## config.mk

```make
export PLATFORM = sky130hd
export DESIGN_NAME = region_refinement_selector_unit_flat
export DESIGN_NICKNAME = d
export VERILOG_FILES = /design/src/rrsu_pkg.sv /design/src/rrsu_req_if.sv /design/src/rrsu_rsp_if.sv /design/src/rrsu_cfg_if.sv /design/src/rrsu_ram.sv /design/src/rrsu_decay.sv /design/src/region_refinement_selector_unit.sv /design/src/flat_wrapper.sv
export VERILOG_INCLUDE_DIRS = /design/src /design/src/src
export SDC_FILE = /design/constraint.sdc
export NUM_CORES = 2
export LEC_CHECK = 0
export ABC_AREA = 1
export BUFFER_PORTS_ARGS = -buffer_cell sky130_fd_sc_hd__buf_2
export CAP_MARGIN = 10
export CORE_MARGIN = 4
export CORE_UTILIZATION = 40
export DETAILED_ROUTE_END_ITERATION = 12
export PLACE_DENSITY = 0.52
export SYNTH_ARGS = -nofsm -noshare
export SYNTH_HDL_FRONTEND = slang
export SYNTH_HIERARCHICAL = 1
export SYNTH_SLANG_ARGS = --single-unit
```

## constraint.sdc

```tcl
create_clock -name clk -period 12.8 [get_ports clk]
set_input_delay 2.56 -clock clk [delete_from_list [all_inputs] [get_ports clk]]
set_output_delay 2.56 -clock clk [all_outputs]
set_load 0.03 [all_outputs]
```

## src/region_refinement_selector_unit_defines.svh

```systemverilog
// Assertion helpers for the selector RTL file.
`ifndef REGION_REFINEMENT_SELECTOR_UNIT_DEFINES_SVH
`define REGION_REFINEMENT_SELECTOR_UNIT_DEFINES_SVH

// Same-cycle implication, sampled on clk, off during rst.
`define RRSU_ASSERT_IMPL(label, ante, cons) \
  label: assert property (@(posedge clk) disable iff (rst) (ante) |-> (cons)) \
    else $error("rrsu assertion failed");

// Next-cycle implication, sampled on clk, off during rst.
`define RRSU_ASSERT_NEXT(label, ante, cons) \
  label: assert property (@(posedge clk) disable iff (rst) (ante) |=> (cons)) \
    else $error("rrsu assertion failed");

`endif

```

## src/rrsu_pkg.sv

```systemverilog
package rrsu_pkg;

  localparam int MAX_CANDIDATES = 16;
  localparam int ID_BITS        = 16;

  localparam int SCORE_W    = 24;
  localparam int TIME_W     = 32;
  localparam int CFG_IDX_W  = 8;
  localparam int CFG_DATA_W = 16;

  localparam logic [16:0]        ONE_Q16   = 17'h10000;
  localparam logic [SCORE_W-1:0] SCORE_MAX = 24'hFFFFFF;

  // Configuration register indexes
  localparam logic [CFG_IDX_W-1:0] REG_DECAY_WEIGHT = 8'd0;
  localparam logic [CFG_IDX_W-1:0] REG_EPOCH_LOG2   = 8'd1;
  localparam logic [CFG_IDX_W-1:0] REG_AGE_TIMEOUT  = 8'd2;
  localparam logic [CFG_IDX_W-1:0] REG_NO_REFINE    = 8'd3;

  localparam logic [15:0] DECAY_WEIGHT_RST = 16'd58982;
  localparam logic [4:0]  EPOCH_LOG2_RST   = 5'd5;
  localparam logic [15:0] AGE_TIMEOUT_RST  = 16'd32;

  // Refinement mode codes
  localparam logic [2:0] MODE_UNREFINED = 3'd0;
  localparam logic [2:0] MODE_INC_READ  = 3'd1;
  localparam logic [2:0] MODE_INC_WRITE = 3'd2;
  localparam logic [2:0] MODE_CMP_READ  = 3'd3;
  localparam logic [2:0] MODE_CMP_WRITE = 3'd4;
  localparam logic [2:0] MODE_NONE      = 3'd5;

  // Shared unit operations
  localparam logic DEC_OP_DECAY = 1'b0;
  localparam logic DEC_OP_MUL   = 1'b1;

  typedef struct packed {
    logic               start;
    logic               op;
    logic [15:0]        weight;
    logic [TIME_W-1:0]  age;
    logic [SCORE_W-1:0] score;
    logic [32:0]        a;
    logic [SCORE_W-1:0] b;
  } dec_req_t;

  typedef struct packed {
    logic        done;
    logic [56:0] prod;
  } dec_rsp_t;

endpackage

```

## src/rrsu_req_if.sv

```systemverilog
interface rrsu_req_if;
  logic        valid;
  logic        ready;
  logic        mode;
  logic [15:0] candidate_id;
  logic        write_access;
  logic        covers_region;
  logic        identity_projection;

  modport source (output valid, mode, candidate_id, write_access, covers_region,
                  identity_projection, input ready);
  modport sink (input valid, mode, candidate_id, write_access, covers_region,
                identity_projection, output ready);
endinterface

```

## src/rrsu_rsp_if.sv

```systemverilog
interface rrsu_rsp_if;
  logic        valid;
  logic        ready;
  logic        changed;
  logic        refined_present;
  logic        refined_kind;
  logic [15:0] refined_ident;
  logic        drop_old_valid;
  logic [15:0] drop_old_id;
  logic [2:0]  mode_state;
  logic        table_full;

  modport source (output valid, changed, refined_present, refined_kind, refined_ident,
                  drop_old_valid, drop_old_id, mode_state, table_full, input ready);
  modport sink (input valid, changed, refined_present, refined_kind, refined_ident,
                drop_old_valid, drop_old_id, mode_state, table_full, output ready);
endinterface

```

## src/rrsu_cfg_if.sv

```systemverilog
interface rrsu_cfg_if;
  logic                             valid;
  logic                             ready;
  logic [rrsu_pkg::CFG_IDX_W-1:0]  index;
  logic [rrsu_pkg::CFG_DATA_W-1:0] data;

  modport source (output valid, index, data, input ready);
  modport sink (input valid, index, data, output ready);
endinterface

```

## src/rrsu_ram.sv

```systemverilog
module rrsu_ram #(
  parameter int WIDTH = 8,
  parameter int DEPTH = 16
) (
  input  logic                     clk,
  input  logic                     we,
  input  logic [$clog2(DEPTH)-1:0] waddr,
  input  logic [WIDTH-1:0]         wdata,
  input  logic [$clog2(DEPTH)-1:0] raddr,
  output logic [WIDTH-1:0]         rdata
);

  logic [WIDTH-1:0] mem [DEPTH];

  always_ff @(posedge clk) begin
    if (we) begin
      mem[waddr] <= wdata;
    end
    rdata <= mem[raddr];
  end

endmodule

```

## src/rrsu_decay.sv

```systemverilog
module rrsu_decay (
  input  logic               clk,
  input  logic               rst,
  input  rrsu_pkg::dec_req_t req,
  output rrsu_pkg::dec_rsp_t rsp
);

  localparam logic [2:0] D_IDLE = 3'd0;
  localparam logic [2:0] D_LOOP = 3'd1;
  localparam logic [2:0] D_RUPD = 3'd2;
  localparam logic [2:0] D_BSQ  = 3'd3;
  localparam logic [2:0] D_BUPD = 3'd4;
  localparam logic [2:0] D_PROD = 3'd5;
  localparam logic [2:0] D_DONE = 3'd6;

  logic [2:0]  dst;
  logic [32:0] opa;
  logic [23:0] opb;
  logic [15:0] bb;
  logic [31:0] age_r;
  logic [56:0] prod;
  logic [32:0] ma;
  logic [23:0] mb;

  // operand select for the single multiplier
  always_comb begin
    case (dst)
      D_LOOP: begin
        ma = opa;
        mb = {8'b0, bb};
      end
      D_BSQ: begin
        ma = {17'b0, bb};
        mb = {8'b0, bb};
      end
      default: begin
        ma = opa;
        mb = opb;
      end
    endcase
  end

  always_ff @(posedge clk) begin
    if (dst == D_LOOP || dst == D_BSQ || dst == D_PROD) begin
      prod <= {24'b0, ma} * {33'b0, mb};
    end
    if (rst) begin
      dst <= D_IDLE;
    end else begin
      case (dst)
        D_IDLE: begin
          if (req.start) begin
            if (req.op == rrsu_pkg::DEC_OP_MUL) begin
              opa <= req.a;
              opb <= req.b;
              dst <= D_PROD;
            end else begin
              opa   <= 33'(rrsu_pkg::ONE_Q16);
              opb   <= req.score;
              bb    <= req.weight;
              age_r <= req.age;
              dst   <= D_LOOP;
            end
          end
        end
        D_LOOP: begin
          // stop once the exponent is used up or the power hit zero
          if (age_r == 32'd0 || opa == 33'd0) begin
            dst <= D_PROD;
          end else if (age_r[0]) begin
            dst <= D_RUPD;
          end else begin
            dst <= D_BSQ;
          end
        end
        D_RUPD: begin
          opa <= {16'b0, prod[32:16]};
          dst <= D_BSQ;
        end
        D_BSQ: begin
          dst <= D_BUPD;
        end
        D_BUPD: begin
          bb    <= prod[31:16];
          age_r <= age_r >> 1;
          dst   <= D_LOOP;
        end
        D_PROD: begin
          dst <= D_DONE;
        end
        D_DONE: begin
          dst <= D_IDLE;
        end
        default: begin
          dst <= D_IDLE;
        end
      endcase
    end
  end

  assign rsp.done = (dst == D_DONE);
  assign rsp.prod = prod;

endmodule

```

## src/region_refinement_selector_unit.sv

```systemverilog
// Region refinement selector.
// Channels: req carries one access (kind, candidate id, write/complete flags,
// identity flag); rsp returns exactly one result per access; cfg writes the
// four registers by index (0 decay weight, 1 epoch log2, 2 timeout,
// 3 no-refine). cfg and req are ready only while idle, and a pending cfg
// transaction holds req off for that cycle.
// One access is in flight at a time. An ignored access goes straight to the
// output, and a direct refinement makes one purge pass over the table. A
// tracked access first looks the candidate up; a miss then inserts it (after
// a purge when the miss counter forces one). A hit runs one decay, stores
// the new score and, at an epoch crossing, scans the table and decays each
// stale entry, then may look up the chosen entry, form up to 3 products and
// make a purge pass. The input is ready again once the result is loaded.
// Latency is set by the single shared multiplier and the one read port of
// the table RAM.
// Reset clears choice, counters and table valid bits, and returns mode and config to their reset values.
// A stalled rsp holds the finished result; the next access is taken
// after it has been handed off to the output register.
`include "region_refinement_selector_unit_defines.svh"

module region_refinement_selector_unit #(
  parameter int MAX_CANDIDATES = rrsu_pkg::MAX_CANDIDATES,
  parameter int ID_BITS        = rrsu_pkg::ID_BITS
) (
  input logic        clk,
  input logic        rst,
  rrsu_req_if.sink   req,
  rrsu_rsp_if.source rsp,
  rrsu_cfg_if.sink   cfg
);

  localparam int IW = $clog2(MAX_CANDIDATES);
  localparam int NW = $clog2(MAX_CANDIDATES + 1);
  localparam int EW = 1 + ID_BITS + 24 + 32;
  localparam logic [IW-1:0] IDX_LAST = IW'(MAX_CANDIDATES - 1);

  localparam logic [4:0] S_IDLE    = 5'd0;
  localparam logic [4:0] S_PUR_RD  = 5'd1;
  localparam logic [4:0] S_PUR_EV  = 5'd2;
  localparam logic [4:0] S_FIND_RD = 5'd3;
  localparam logic [4:0] S_FIND_EV = 5'd4;
  localparam logic [4:0] S_TUPD    = 5'd5;
  localparam logic [4:0] S_DOM_RD  = 5'd6;
  localparam logic [4:0] S_DOM_EV  = 5'd7;
  localparam logic [4:0] S_DOM_UPD = 5'd8;
  localparam logic [4:0] S_DOMEND  = 5'd9;
  localparam logic [4:0] S_DOMYES  = 5'd10;
  localparam logic [4:0] S_CH_RD   = 5'd11;
  localparam logic [4:0] S_CH_EV   = 5'd12;
  localparam logic [4:0] S_H1      = 5'd13;
  localparam logic [4:0] S_H2      = 5'd14;
  localparam logic [4:0] S_H3      = 5'd15;
  localparam logic [4:0] S_H4      = 5'd16;
  localparam logic [4:0] S_INS     = 5'd17;
  localparam logic [4:0] S_WAIT    = 5'd18;
  localparam logic [4:0] S_FIN     = 5'd19;

  localparam logic [1:0] ACT_NONE   = 2'd0;
  localparam logic [1:0] ACT_REFINE = 2'd1;
  localparam logic [1:0] ACT_TRACK  = 2'd2;

  logic [15:0] decay_weight;
  logic [4:0]  epoch_log2;
  logic [15:0] age_timeout;
  logic        no_refine;

  logic [2:0]         refine_mode;
  logic               chosen_valid;
  logic               chosen_kind;
  logic [ID_BITS-1:0] chosen_id;
  logic [31:0]        tc;
  logic [15:0]        miss_count;
  logic [MAX_CANDIDATES-1:0] entry_valid;

  logic [4:0]         st;
  logic [4:0]         ret;
  logic               kind_q;
  logic [ID_BITS-1:0] id_q;
  logic               cur_q;
  logic               changed_q;
  logic               drop_v;
  logic [ID_BITS-1:0] drop_id;
  logic               full_q;
  logic [IW-1:0]      idx;
  logic [IW-1:0]      f_idx;
  logic [31:0]        f_last;
  logic [23:0]        s_q;
  logic               dom_q;
  logic [NW-1:0]      n_q;
  logic               rfound;
  logic [23:0]        ref_q;
  logic [56:0]        lhs_q;
  logic [23:0]        ins_score;
  logic               pur_ins;
  logic [56:0]        mres;
  logic [ID_BITS:0]   e_hdr;

  logic        out_valid;
  logic        out_changed;
  logic        out_present;
  logic        out_kind;
  logic [15:0] out_ident;
  logic        out_drop_v;
  logic [15:0] out_drop_id;
  logic [2:0]  out_mode;
  logic        out_full;

  rrsu_pkg::dec_req_t dreq;
  rrsu_pkg::dec_rsp_t drsp;

  logic          we;
  logic [IW-1:0] waddr;
  logic [EW-1:0] wdata;
  logic [EW-1:0] rdata;

  logic               rd_kind;
  logic [ID_BITS-1:0] rd_id;
  logic [23:0]        rd_score;
  logic [31:0]        rd_last;

  logic [ID_BITS-1:0] id_in;
  logic               is_ch;
  logic [1:0]         act;
  logic [2:0]         nm;
  logic [2:0]         nm_cw;
  logic [24:0]        sum25;
  logic [23:0]        s_new;
  logic [15:0]        miss_n;
  logic               idx_end;

  rrsu_decay u_decay (
    .clk (clk),
    .rst (rst),
    .req (dreq),
    .rsp (drsp)
  );

  rrsu_ram #(
    .WIDTH (EW),
    .DEPTH (MAX_CANDIDATES)
  ) u_table (
    .clk   (clk),
    .we    (we),
    .waddr (waddr),
    .wdata (wdata),
    .raddr (idx),
    .rdata (rdata)
  );

  assign rd_last  = rdata[31:0];
  assign rd_score = rdata[55:32];
  assign rd_id    = rdata[56 +: ID_BITS];
  assign rd_kind  = rdata[EW-1];

  assign id_in   = ID_BITS'(req.candidate_id);
  assign is_ch   = chosen_valid && (chosen_kind == req.mode) && (chosen_id == id_in);
  assign idx_end = (idx == IDX_LAST);
  assign miss_n  = miss_count + 16'd1;
  assign sum25   = {1'b0, mres[39:16]} + 25'(rrsu_pkg::ONE_Q16);
  assign s_new   = (sum25 > {1'b0, rrsu_pkg::SCORE_MAX}) ? rrsu_pkg::SCORE_MAX : sum25[23:0];

  // mode machine decision for the access at the input
  always_comb begin
    nm_cw = req.covers_region ?
            (req.write_access ? rrsu_pkg::MODE_CMP_WRITE : rrsu_pkg::MODE_CMP_READ) :
            (req.write_access ? rrsu_pkg::MODE_INC_WRITE : rrsu_pkg::MODE_INC_READ);
    nm  = nm_cw;
    act = ACT_NONE;
    case (refine_mode)
      rrsu_pkg::MODE_UNREFINED: begin
        act = ACT_REFINE;
      end
      rrsu_pkg::MODE_INC_READ: begin
        act = (req.covers_region || req.write_access) ? ACT_REFINE : ACT_TRACK;
      end
      rrsu_pkg::MODE_INC_WRITE: begin
        if (req.covers_region) begin
          act = ACT_REFINE;
        end else if (req.write_access) begin
          act = ACT_TRACK;
        end
      end
      rrsu_pkg::MODE_CMP_READ: begin
        if (req.covers_region) begin
          act = req.write_access ? ACT_REFINE : ACT_TRACK;
          nm  = rrsu_pkg::MODE_CMP_WRITE;
        end
      end
      rrsu_pkg::MODE_CMP_WRITE: begin
        if (req.covers_region && req.write_access) begin
          act = ACT_TRACK;
        end
      end
      default: begin
        act = ACT_NONE;
      end
    endcase
    if (no_refine || (req.mode && req.identity_projection)) begin
      act = ACT_NONE;
    end
  end

  // table write port
  always_comb begin
    we    = 1'b0;
    waddr = idx;
    wdata = {kind_q, id_q, ins_score, tc};
    case (st)
      S_TUPD: begin
        we    = 1'b1;
        waddr = f_idx;
        wdata = {kind_q, id_q, s_new, tc};
      end
      S_DOM_UPD: begin
        we    = 1'b1;
        wdata = {e_hdr, mres[39:16], tc};
      end
      S_INS: begin
        we = !entry_valid[idx];
      end
      default: begin
        we = 1'b0;
      end
    endcase
  end

  // a cfg transaction takes the idle cycle ahead of an access
  assign req.ready = (st == S_IDLE) && !cfg.valid;
  assign cfg.ready = (st == S_IDLE);

  always_ff @(posedge clk) begin
    if (rst) begin
      st           <= S_IDLE;
      decay_weight <= rrsu_pkg::DECAY_WEIGHT_RST;
      epoch_log2   <= rrsu_pkg::EPOCH_LOG2_RST;
      age_timeout  <= rrsu_pkg::AGE_TIMEOUT_RST;
      no_refine    <= 1'b0;
      refine_mode  <= rrsu_pkg::MODE_UNREFINED;
      chosen_valid <= 1'b0;
      chosen_kind  <= 1'b0;
      chosen_id    <= '0;
      tc           <= 32'd0;
      miss_count   <= 16'd0;
      entry_valid  <= '0;
      out_valid    <= 1'b0;
      dreq.start   <= 1'b0;
    end else begin
      // drop the start pulse once the shared unit has seen it
      if (st == S_WAIT) begin
        dreq.start <= 1'b0;
      end
      if (rsp.valid && rsp.ready && (st != S_FIN)) begin
        out_valid <= 1'b0;
      end
      case (st)
        S_IDLE: begin
          if (req.valid && req.ready) begin
            kind_q    <= req.mode;
            id_q      <= id_in;
            cur_q     <= is_ch;
            changed_q <= 1'b0;
            drop_v    <= 1'b0;
            drop_id   <= '0;
            full_q    <= 1'b0;
            idx       <= '0;
            pur_ins   <= 1'b0;
            case (act)
              ACT_REFINE: begin
                refine_mode <= nm;
                if (!is_ch) begin
                  changed_q <= 1'b1;
                  if (chosen_valid && !chosen_kind) begin
                    drop_v  <= 1'b1;
                    drop_id <= chosen_id;
                  end
                  chosen_valid <= 1'b1;
                  chosen_kind  <= req.mode;
                  chosen_id    <= id_in;
                end
                st <= S_PUR_RD;
              end
              ACT_TRACK: begin
                tc <= tc + 32'd1;
                st <= S_FIND_RD;
              end
              default: begin
                st <= S_FIN;
              end
            endcase
          end
        end
        S_PUR_RD: begin
          st <= S_PUR_EV;
        end
        S_PUR_EV: begin
          if (entry_valid[idx] && ((tc - rd_last) > {16'b0, age_timeout})) begin
            entry_valid[idx] <= 1'b0;
          end
          if (idx_end) begin
            idx <= '0;
            st  <= pur_ins ? S_INS : S_FIN;
          end else begin
            idx <= idx + 1'b1;
            st  <= S_PUR_RD;
          end
        end
        S_FIND_RD: begin
          st <= S_FIND_EV;
        end
        S_FIND_EV: begin
          if (entry_valid[idx] && rd_kind == kind_q && rd_id == id_q) begin
            f_idx       <= idx;
            f_last      <= rd_last;
            dreq.start  <= 1'b1;
            dreq.op     <= rrsu_pkg::DEC_OP_DECAY;
            dreq.weight <= decay_weight;
            dreq.age    <= tc - rd_last;
            dreq.score  <= rd_score;
            ret         <= S_TUPD;
            st          <= S_WAIT;
          end else if (idx_end) begin
            idx <= '0;
            if (cur_q) begin
              ins_score  <= 24'(rrsu_pkg::ONE_Q16);
              miss_count <= 16'd0;
              st         <= S_INS;
            end else begin
              ins_score <= 24'd0;
              if (miss_n == age_timeout) begin
                miss_count <= 16'd0;
                pur_ins    <= 1'b1;
                st         <= S_PUR_RD;
              end else begin
                miss_count <= miss_n;
                st         <= S_INS;
              end
            end
          end else begin
            idx <= idx + 1'b1;
            st  <= S_FIND_RD;
          end
        end
        S_WAIT: begin
          if (drsp.done) begin
            mres <= drsp.prod;
            st   <= ret;
          end
        end
        S_TUPD: begin
          s_q        <= s_new;
          miss_count <= 16'd0;
          idx        <= '0;
          dom_q      <= 1'b1;
          // dominance is checked only when this access crosses an epoch
          if ((f_last >> epoch_log2) != (tc >> epoch_log2)) begin
            st <= S_DOM_RD;
          end else begin
            st <= S_FIN;
          end
        end
        S_DOM_RD: begin
          st <= S_DOM_EV;
        end
        S_DOM_EV: begin
          if (entry_valid[idx] && rd_last != tc) begin
            e_hdr       <= rdata[EW-1:56];
            dreq.start  <= 1'b1;
            dreq.op     <= rrsu_pkg::DEC_OP_DECAY;
            dreq.weight <= decay_weight;
            dreq.age    <= tc - rd_last;
            dreq.score  <= rd_score;
            ret         <= S_DOM_UPD;
            st          <= S_WAIT;
          end else if (idx_end) begin
            st <= S_DOMEND;
          end else begin
            idx <= idx + 1'b1;
            st  <= S_DOM_RD;
          end
        end
        S_DOM_UPD: begin
          if (s_q < mres[39:16]) begin
            dom_q <= 1'b0;
          end
          if (idx_end) begin
            st <= S_DOMEND;
          end else begin
            idx <= idx + 1'b1;
            st  <= S_DOM_RD;
          end
        end
        S_DOMEND: begin
          idx    <= '0;
          n_q    <= '0;
          rfound <= 1'b0;
          if (!dom_q) begin
            st <= S_FIN;
          end else if (cur_q || !chosen_valid) begin
            st <= S_DOMYES;
          end else begin
            st <= S_CH_RD;
          end
        end
        S_CH_RD: begin
          st <= S_CH_EV;
        end
        S_CH_EV: begin
          n_q <= n_q + NW'(entry_valid[idx]);
          if (entry_valid[idx] && !rfound && rd_kind == chosen_kind && rd_id == chosen_id) begin
            rfound <= 1'b1;
            ref_q  <= rd_score;
          end
          if (idx_end) begin
            st <= S_H1;
          end else begin
            idx <= idx + 1'b1;
            st  <= S_CH_RD;
          end
        end
        S_H1: begin
          if (!rfound) begin
            st <= S_DOMYES;
          end else begin
            dreq.start <= 1'b1;
            dreq.op    <= rrsu_pkg::DEC_OP_MUL;
            dreq.a     <= 33'(n_q);
            dreq.b     <= ref_q;
            ret        <= S_H2;
            st         <= S_WAIT;
          end
        end
        S_H2: begin
          dreq.start <= 1'b1;
          dreq.op    <= rrsu_pkg::DEC_OP_MUL;
          dreq.a     <= mres[32:0];
          dreq.b     <= ref_q;
          ret        <= S_H3;
          st         <= S_WAIT;
        end
        S_H3: begin
          lhs_q      <= mres;
          dreq.start <= 1'b1;
          dreq.op    <= rrsu_pkg::DEC_OP_MUL;
          dreq.a     <= {9'b0, s_q};
          dreq.b     <= s_q;
          ret        <= S_H4;
          st         <= S_WAIT;
        end
        S_H4: begin
          // hysteresis: ref^2 * n < score^2
          st <= (lhs_q < {9'b0, mres[47:0]}) ? S_DOMYES : S_FIN;
        end
        S_DOMYES: begin
          if (!cur_q) begin
            changed_q <= 1'b1;
            if (chosen_valid && !chosen_kind) begin
              drop_v  <= 1'b1;
              drop_id <= chosen_id;
            end
            chosen_valid <= 1'b1;
            chosen_kind  <= kind_q;
            chosen_id    <= id_q;
          end
          idx     <= '0;
          pur_ins <= 1'b0;
          st      <= S_PUR_RD;
        end
        S_INS: begin
          if (!entry_valid[idx]) begin
            entry_valid[idx] <= 1'b1;
            st               <= S_FIN;
          end else if (idx_end) begin
            full_q <= 1'b1;
            st     <= S_FIN;
          end else begin
            idx <= idx + 1'b1;
          end
        end
        S_FIN: begin
          if (!out_valid || rsp.ready) begin
            out_valid   <= 1'b1;
            out_changed <= changed_q;
            out_present <= chosen_valid;
            out_kind    <= chosen_valid & chosen_kind;
            out_ident   <= chosen_valid ? 16'(chosen_id) : 16'd0;
            out_drop_v  <= drop_v;
            out_drop_id <= 16'(drop_id);
            out_mode    <= refine_mode;
            out_full    <= full_q;
            st          <= S_IDLE;
          end
        end
        default: begin
          st <= S_IDLE;
        end
      endcase

      if (cfg.valid && cfg.ready) begin
        case (cfg.index)
          rrsu_pkg::REG_DECAY_WEIGHT: decay_weight <= cfg.data;
          rrsu_pkg::REG_EPOCH_LOG2:   epoch_log2   <= cfg.data[4:0];
          rrsu_pkg::REG_AGE_TIMEOUT:  age_timeout  <= cfg.data;
          rrsu_pkg::REG_NO_REFINE: begin
            no_refine <= cfg.data[0];
            if (cfg.data[0]) begin
              refine_mode <= rrsu_pkg::MODE_NONE;
            end
          end
          default: begin
            no_refine <= no_refine;
          end
        endcase
      end
    end
  end

  assign rsp.valid           = out_valid;
  assign rsp.changed         = out_changed;
  assign rsp.refined_present = out_present;
  assign rsp.refined_kind    = out_kind;
  assign rsp.refined_ident   = out_ident;
  assign rsp.drop_old_valid  = out_drop_v;
  assign rsp.drop_old_id     = out_drop_id;
  assign rsp.mode_state      = out_mode;
  assign rsp.table_full      = out_full;

  `RRSU_ASSERT_IMPL(a_start_waits, dreq.start, st == S_WAIT)
  `RRSU_ASSERT_IMPL(a_drop_on_change, rsp.valid && rsp.drop_old_valid, rsp.changed)
  `RRSU_ASSERT_IMPL(a_change_present, rsp.valid && rsp.changed, rsp.refined_present)
  `RRSU_ASSERT_NEXT(a_accept_busy, req.valid && req.ready, !req.ready)

endmodule

```

## src/flat_wrapper.sv

```systemverilog
// flat-port wrapper written by rule: the top's interface ports become plain ports
module region_refinement_selector_unit_flat 
#(
  parameter int MAX_CANDIDATES = rrsu_pkg::MAX_CANDIDATES,
  parameter int ID_BITS        = rrsu_pkg::ID_BITS
)
  (clk, rst, req_valid, req_mode, req_candidate_id, req_write_access, req_covers_region, req_identity_projection, req_ready, rsp_valid, rsp_changed, rsp_refined_present, rsp_refined_kind, rsp_refined_ident, rsp_drop_old_valid, rsp_drop_old_id, rsp_mode_state, rsp_table_full, rsp_ready, cfg_valid, cfg_index, cfg_data, cfg_ready);
  rrsu_req_if req_i ();
  rrsu_rsp_if rsp_i ();
  rrsu_cfg_if cfg_i ();
  input logic clk;
  input logic rst;
  input wire logic [$bits(req_i.valid)-1:0] req_valid;
  input wire logic [$bits(req_i.mode)-1:0] req_mode;
  input wire logic [$bits(req_i.candidate_id)-1:0] req_candidate_id;
  input wire logic [$bits(req_i.write_access)-1:0] req_write_access;
  input wire logic [$bits(req_i.covers_region)-1:0] req_covers_region;
  input wire logic [$bits(req_i.identity_projection)-1:0] req_identity_projection;
  output wire logic [$bits(req_i.ready)-1:0] req_ready;
  output wire logic [$bits(rsp_i.valid)-1:0] rsp_valid;
  output wire logic [$bits(rsp_i.changed)-1:0] rsp_changed;
  output wire logic [$bits(rsp_i.refined_present)-1:0] rsp_refined_present;
  output wire logic [$bits(rsp_i.refined_kind)-1:0] rsp_refined_kind;
  output wire logic [$bits(rsp_i.refined_ident)-1:0] rsp_refined_ident;
  output wire logic [$bits(rsp_i.drop_old_valid)-1:0] rsp_drop_old_valid;
  output wire logic [$bits(rsp_i.drop_old_id)-1:0] rsp_drop_old_id;
  output wire logic [$bits(rsp_i.mode_state)-1:0] rsp_mode_state;
  output wire logic [$bits(rsp_i.table_full)-1:0] rsp_table_full;
  input wire logic [$bits(rsp_i.ready)-1:0] rsp_ready;
  input wire logic [$bits(cfg_i.valid)-1:0] cfg_valid;
  input wire logic [$bits(cfg_i.index)-1:0] cfg_index;
  input wire logic [$bits(cfg_i.data)-1:0] cfg_data;
  output wire logic [$bits(cfg_i.ready)-1:0] cfg_ready;
  assign req_i.valid = req_valid;
  assign req_i.mode = req_mode;
  assign req_i.candidate_id = req_candidate_id;
  assign req_i.write_access = req_write_access;
  assign req_i.covers_region = req_covers_region;
  assign req_i.identity_projection = req_identity_projection;
  assign req_ready = req_i.ready;
  assign rsp_valid = rsp_i.valid;
  assign rsp_changed = rsp_i.changed;
  assign rsp_refined_present = rsp_i.refined_present;
  assign rsp_refined_kind = rsp_i.refined_kind;
  assign rsp_refined_ident = rsp_i.refined_ident;
  assign rsp_drop_old_valid = rsp_i.drop_old_valid;
  assign rsp_drop_old_id = rsp_i.drop_old_id;
  assign rsp_mode_state = rsp_i.mode_state;
  assign rsp_table_full = rsp_i.table_full;
  assign rsp_i.ready = rsp_ready;
  assign cfg_i.valid = cfg_valid;
  assign cfg_i.index = cfg_index;
  assign cfg_i.data = cfg_data;
  assign cfg_ready = cfg_i.ready;
  region_refinement_selector_unit #(.MAX_CANDIDATES(MAX_CANDIDATES), .ID_BITS(ID_BITS)) u_core (.clk(clk), .rst(rst), .req(req_i), .rsp(rsp_i), .cfg(cfg_i));
endmodule
```

==> out/metrics.yaml <==
timing:
  period_minus_slack_ps: 9680
  worst_hold_slack_ps: 414
  relSlewSlack_pct: 11.5
  worstMarginPinSlew_ps: 1330
  rsz0062_at_grt: "no"
  fin_skew_ps: 152
  drv_slew: 0
  max_freq_mhz: 103
  setup_viol: 0
  final-hold-violation-count: 0
  period_share_pct: 75.6
  setup_tns_ps: 0
setup_path:
  startpoint: "u_core/u_decay/dst[1]"
  timing.rr.start: "u_core/u_decay/dst[1]"
  critPathKind: "flip-flop to flip-flop"
  cp-end-kind: "flip-flop"
  critical_path.max_stage_delay_ps: 710
  startpoint_type: "flip-flop"
  crit_slowest_cell: "nor3_4"
  cp.required_ps: 13410
  arrival_ps: 10290
  cp_max_fo: 33
  cp_common_cell: "fa_1"
synthesis:
  synth_flop_cell: "edfxtp_1"
  synth.mux.area_fraction_pct: 0
  ys_warn_count: 6
  syn-num-nets: 13688
  ys_seq_elements: 1976
  syn_area_mm2: 0.116
  syn_avg_cell_area_um2: 9.18
  synth.yosys.seq_area_share_pct: 49.4
  async_flop_share_pct: 0
  synthAdderAreaFrac_pct: 15.2
  synth_top_family_by_area: "simple AND/OR/NAND/NOR gates"
  netlist_instances: 12640
  synth_cell_type_count: 68
  synth_simple_gate_area_share_pct: 21.4
  synth_edf_count: 1770
  synth_compound_area_share_pct: 2.96
  synth_xor_area_share_pct: 0.839
grt:
  track_usage_pct: 24.9
  grt_start_max_net_pins: 173
  grt_pass1_wl_um: 558000
  grt_antenna_before_repair: 10
  grt_pass1_vias: 83468
  grt.overflow.total: 0
cts:
  cts_root_buf: "clkbuf_16"
  post_cts_resized: 0
  cts_max_level: 4
  clock_latency_ps: 940
  clock_sinks: 1976
  cts_hold_buf: 0
  cts_setup_buffers: 0
  clockBufferDepth: 4
  cts-buffers-inserted: 216
  clk_pin_slew_worst_paths_ps: 60
  cts_tree: "built"
route:
  drc: 0
  ant_nets: 0
  wl_per_cell_um: 22.8
  drt_first_iter_violations: 7522
  drtPass1Iterations: 7
  viasPerCell: 5.12
  drt_wl_total_um: 379000
  vias: 85151
worst_hold_path:
  holdCritStartpoint: "u_core/u_decay/prod[44]"
  hp-class: "flip-flop to flip-flop"
finish:
  instances_no_fill: 16636
  num-nets-final: 13703
  fin_util_pct: 44.3
  layout-drive-gt1-share_pct: 5.86
  syn2layout_area_growth_pct: 10.1
die:
  rows: 197
  start_util_pct: 40.2
  coreArea_mm2: 0.288
  fp.dieArea_mm2: 0.299
  die_w_um: 547
  die_h_um: 547
  io-pin-count: 92
placed_design:
  port_buffers: 91
  place_hpwl_um: 256000
  gp_congestion: 0.979
  dp.cells: 16207
job:
  cap_violations: 0
status:
  status: "complete, no violations"
-- critical path, delay by kind of cell, from the launching register on --
| kind | cells | cell delay [ps] |
|---|---|---|
| buffers and inverters | 8 | 1540 |
| flip-flops | 1 | 370 |
| AND/OR/NAND/NOR | 12 | 3530 |
| adder cells (fa/ha/maj) | 8 | 4030 |
-- per-stage QoR --
step	setup slack (ps)	instance area, um^2
final	3120	128000
after global routing	2630	128000
after CTS	3190	128000
after detailed placement	3170	120000
after global placement	3270	120000
after floorplan	1990	116000
-- layout by cell type, fill, tap and decap left out, types with 15 or more instances in the layout --
cell type and instances:
bufinv_16 26, clkbuf_16 217, xnor2_1 22, edfxtp_1 1770, nor3_1 64, a21oi_1 233
a31oi_1 18, o211ai_1 24, nor2_4 22, buf_4 179, xor2_1 84, o21ai_2 21
nor4_1 15, o21ai_0 208, inv_2 25, clkinv_2 26, clkbuf_1 57, clkinv_1 32
nand3_1 1241, nand4_1 62, buf_2 90, nor2_2 15, dfxtp_1 203, nand2_1 3695
nor2_1 855, clkbuf_8 38, inv_1 2392, or2_2 15, ha_1 318, fa_1 681
-- cells by family after synthesis --
| family | Yosys count |
|---|---|
| flip-flops | 1976 |
| adder cells (fa/ha/maj) | 999 |
| XOR/XNOR | 108 |
| buffers and inverters | 2915 |
| AO/OA/AOI/OAI | 602 |
| AND/OR/NAND/NOR | 6040 |
-- cell usage after synthesis (all sizes together), types with 4 or more instances --
master,n,area [um^2]
and2,5,31.3
nand2,3705,13900
buf,355,2260
nor2,892,3390
o21bai,14,105
o21a,9,67.6
nand3b,8,60.1
nand3,1245,6250
o211ai,24,180
nor3,73,414
nand4,64,413
o22ai,11,68.8
a31oi,18,113
nor4,17,121
or2,17,106
xor2,84,736
o21ai,250,1380
xnor2,22,193
a211oi,6,45.0
a21o,4,30.0
fa,681,13600
o2111ai,4,35.0
clkinv,14,52.6
a21oi,235,1180
inv,2421,9090
clkbuf,125,469
nor3b,7,52.6
and3,5,31.3
o221ai,5,43.8
dfxtp,206,4120
edfxtp,1770,53200
ha,318,3980
-- routing by layer --
metal	share of wire (%)	global-route usage, %	wire [um]
met1	43	34.4	163000
met2	46	40.1	175000
met3	6.0	2.60	22700
met4	4.8	10.4	18300
met5	0.010	0	38
-- registers in the layout, summed over array words and instances (netlist names), 33 cells and up, named ones only --
register              cells
u_core/u_table/mem     1168
u_core/dreq             131
u_core/u_table/rdata     73
u_core/lhs_q             57
u_core/mres              57
u_core/u_decay/prod      57
u_core/u_decay/opa       33
-- final cells by class --
class	instances	area, um^2
inverters	2435	9190
diodes	14	35.0
repair buffers	277	1920
clock buffers	310	6140
flip-flops and latches	1976	57300
fillers	27861	161000
well taps	3781	4730
clock inverters	94	1290
multi-input cells	7749	47100
-- worst paths after layout --
path                                   to  slack, ps  cells after the start
setup / recovery  u_core/u_decay/prod[42]       3120                     28
hold / removal            u_core/mres[44]        410                      0
setup reg to reg  u_core/u_decay/prod[42]       3120                     28
hold reg to reg           u_core/mres[44]        410                      0
Power is left out: the tool's default activity adds up to more than one toggle a clock period on the data nets, which glitch-free logic cannot reach.
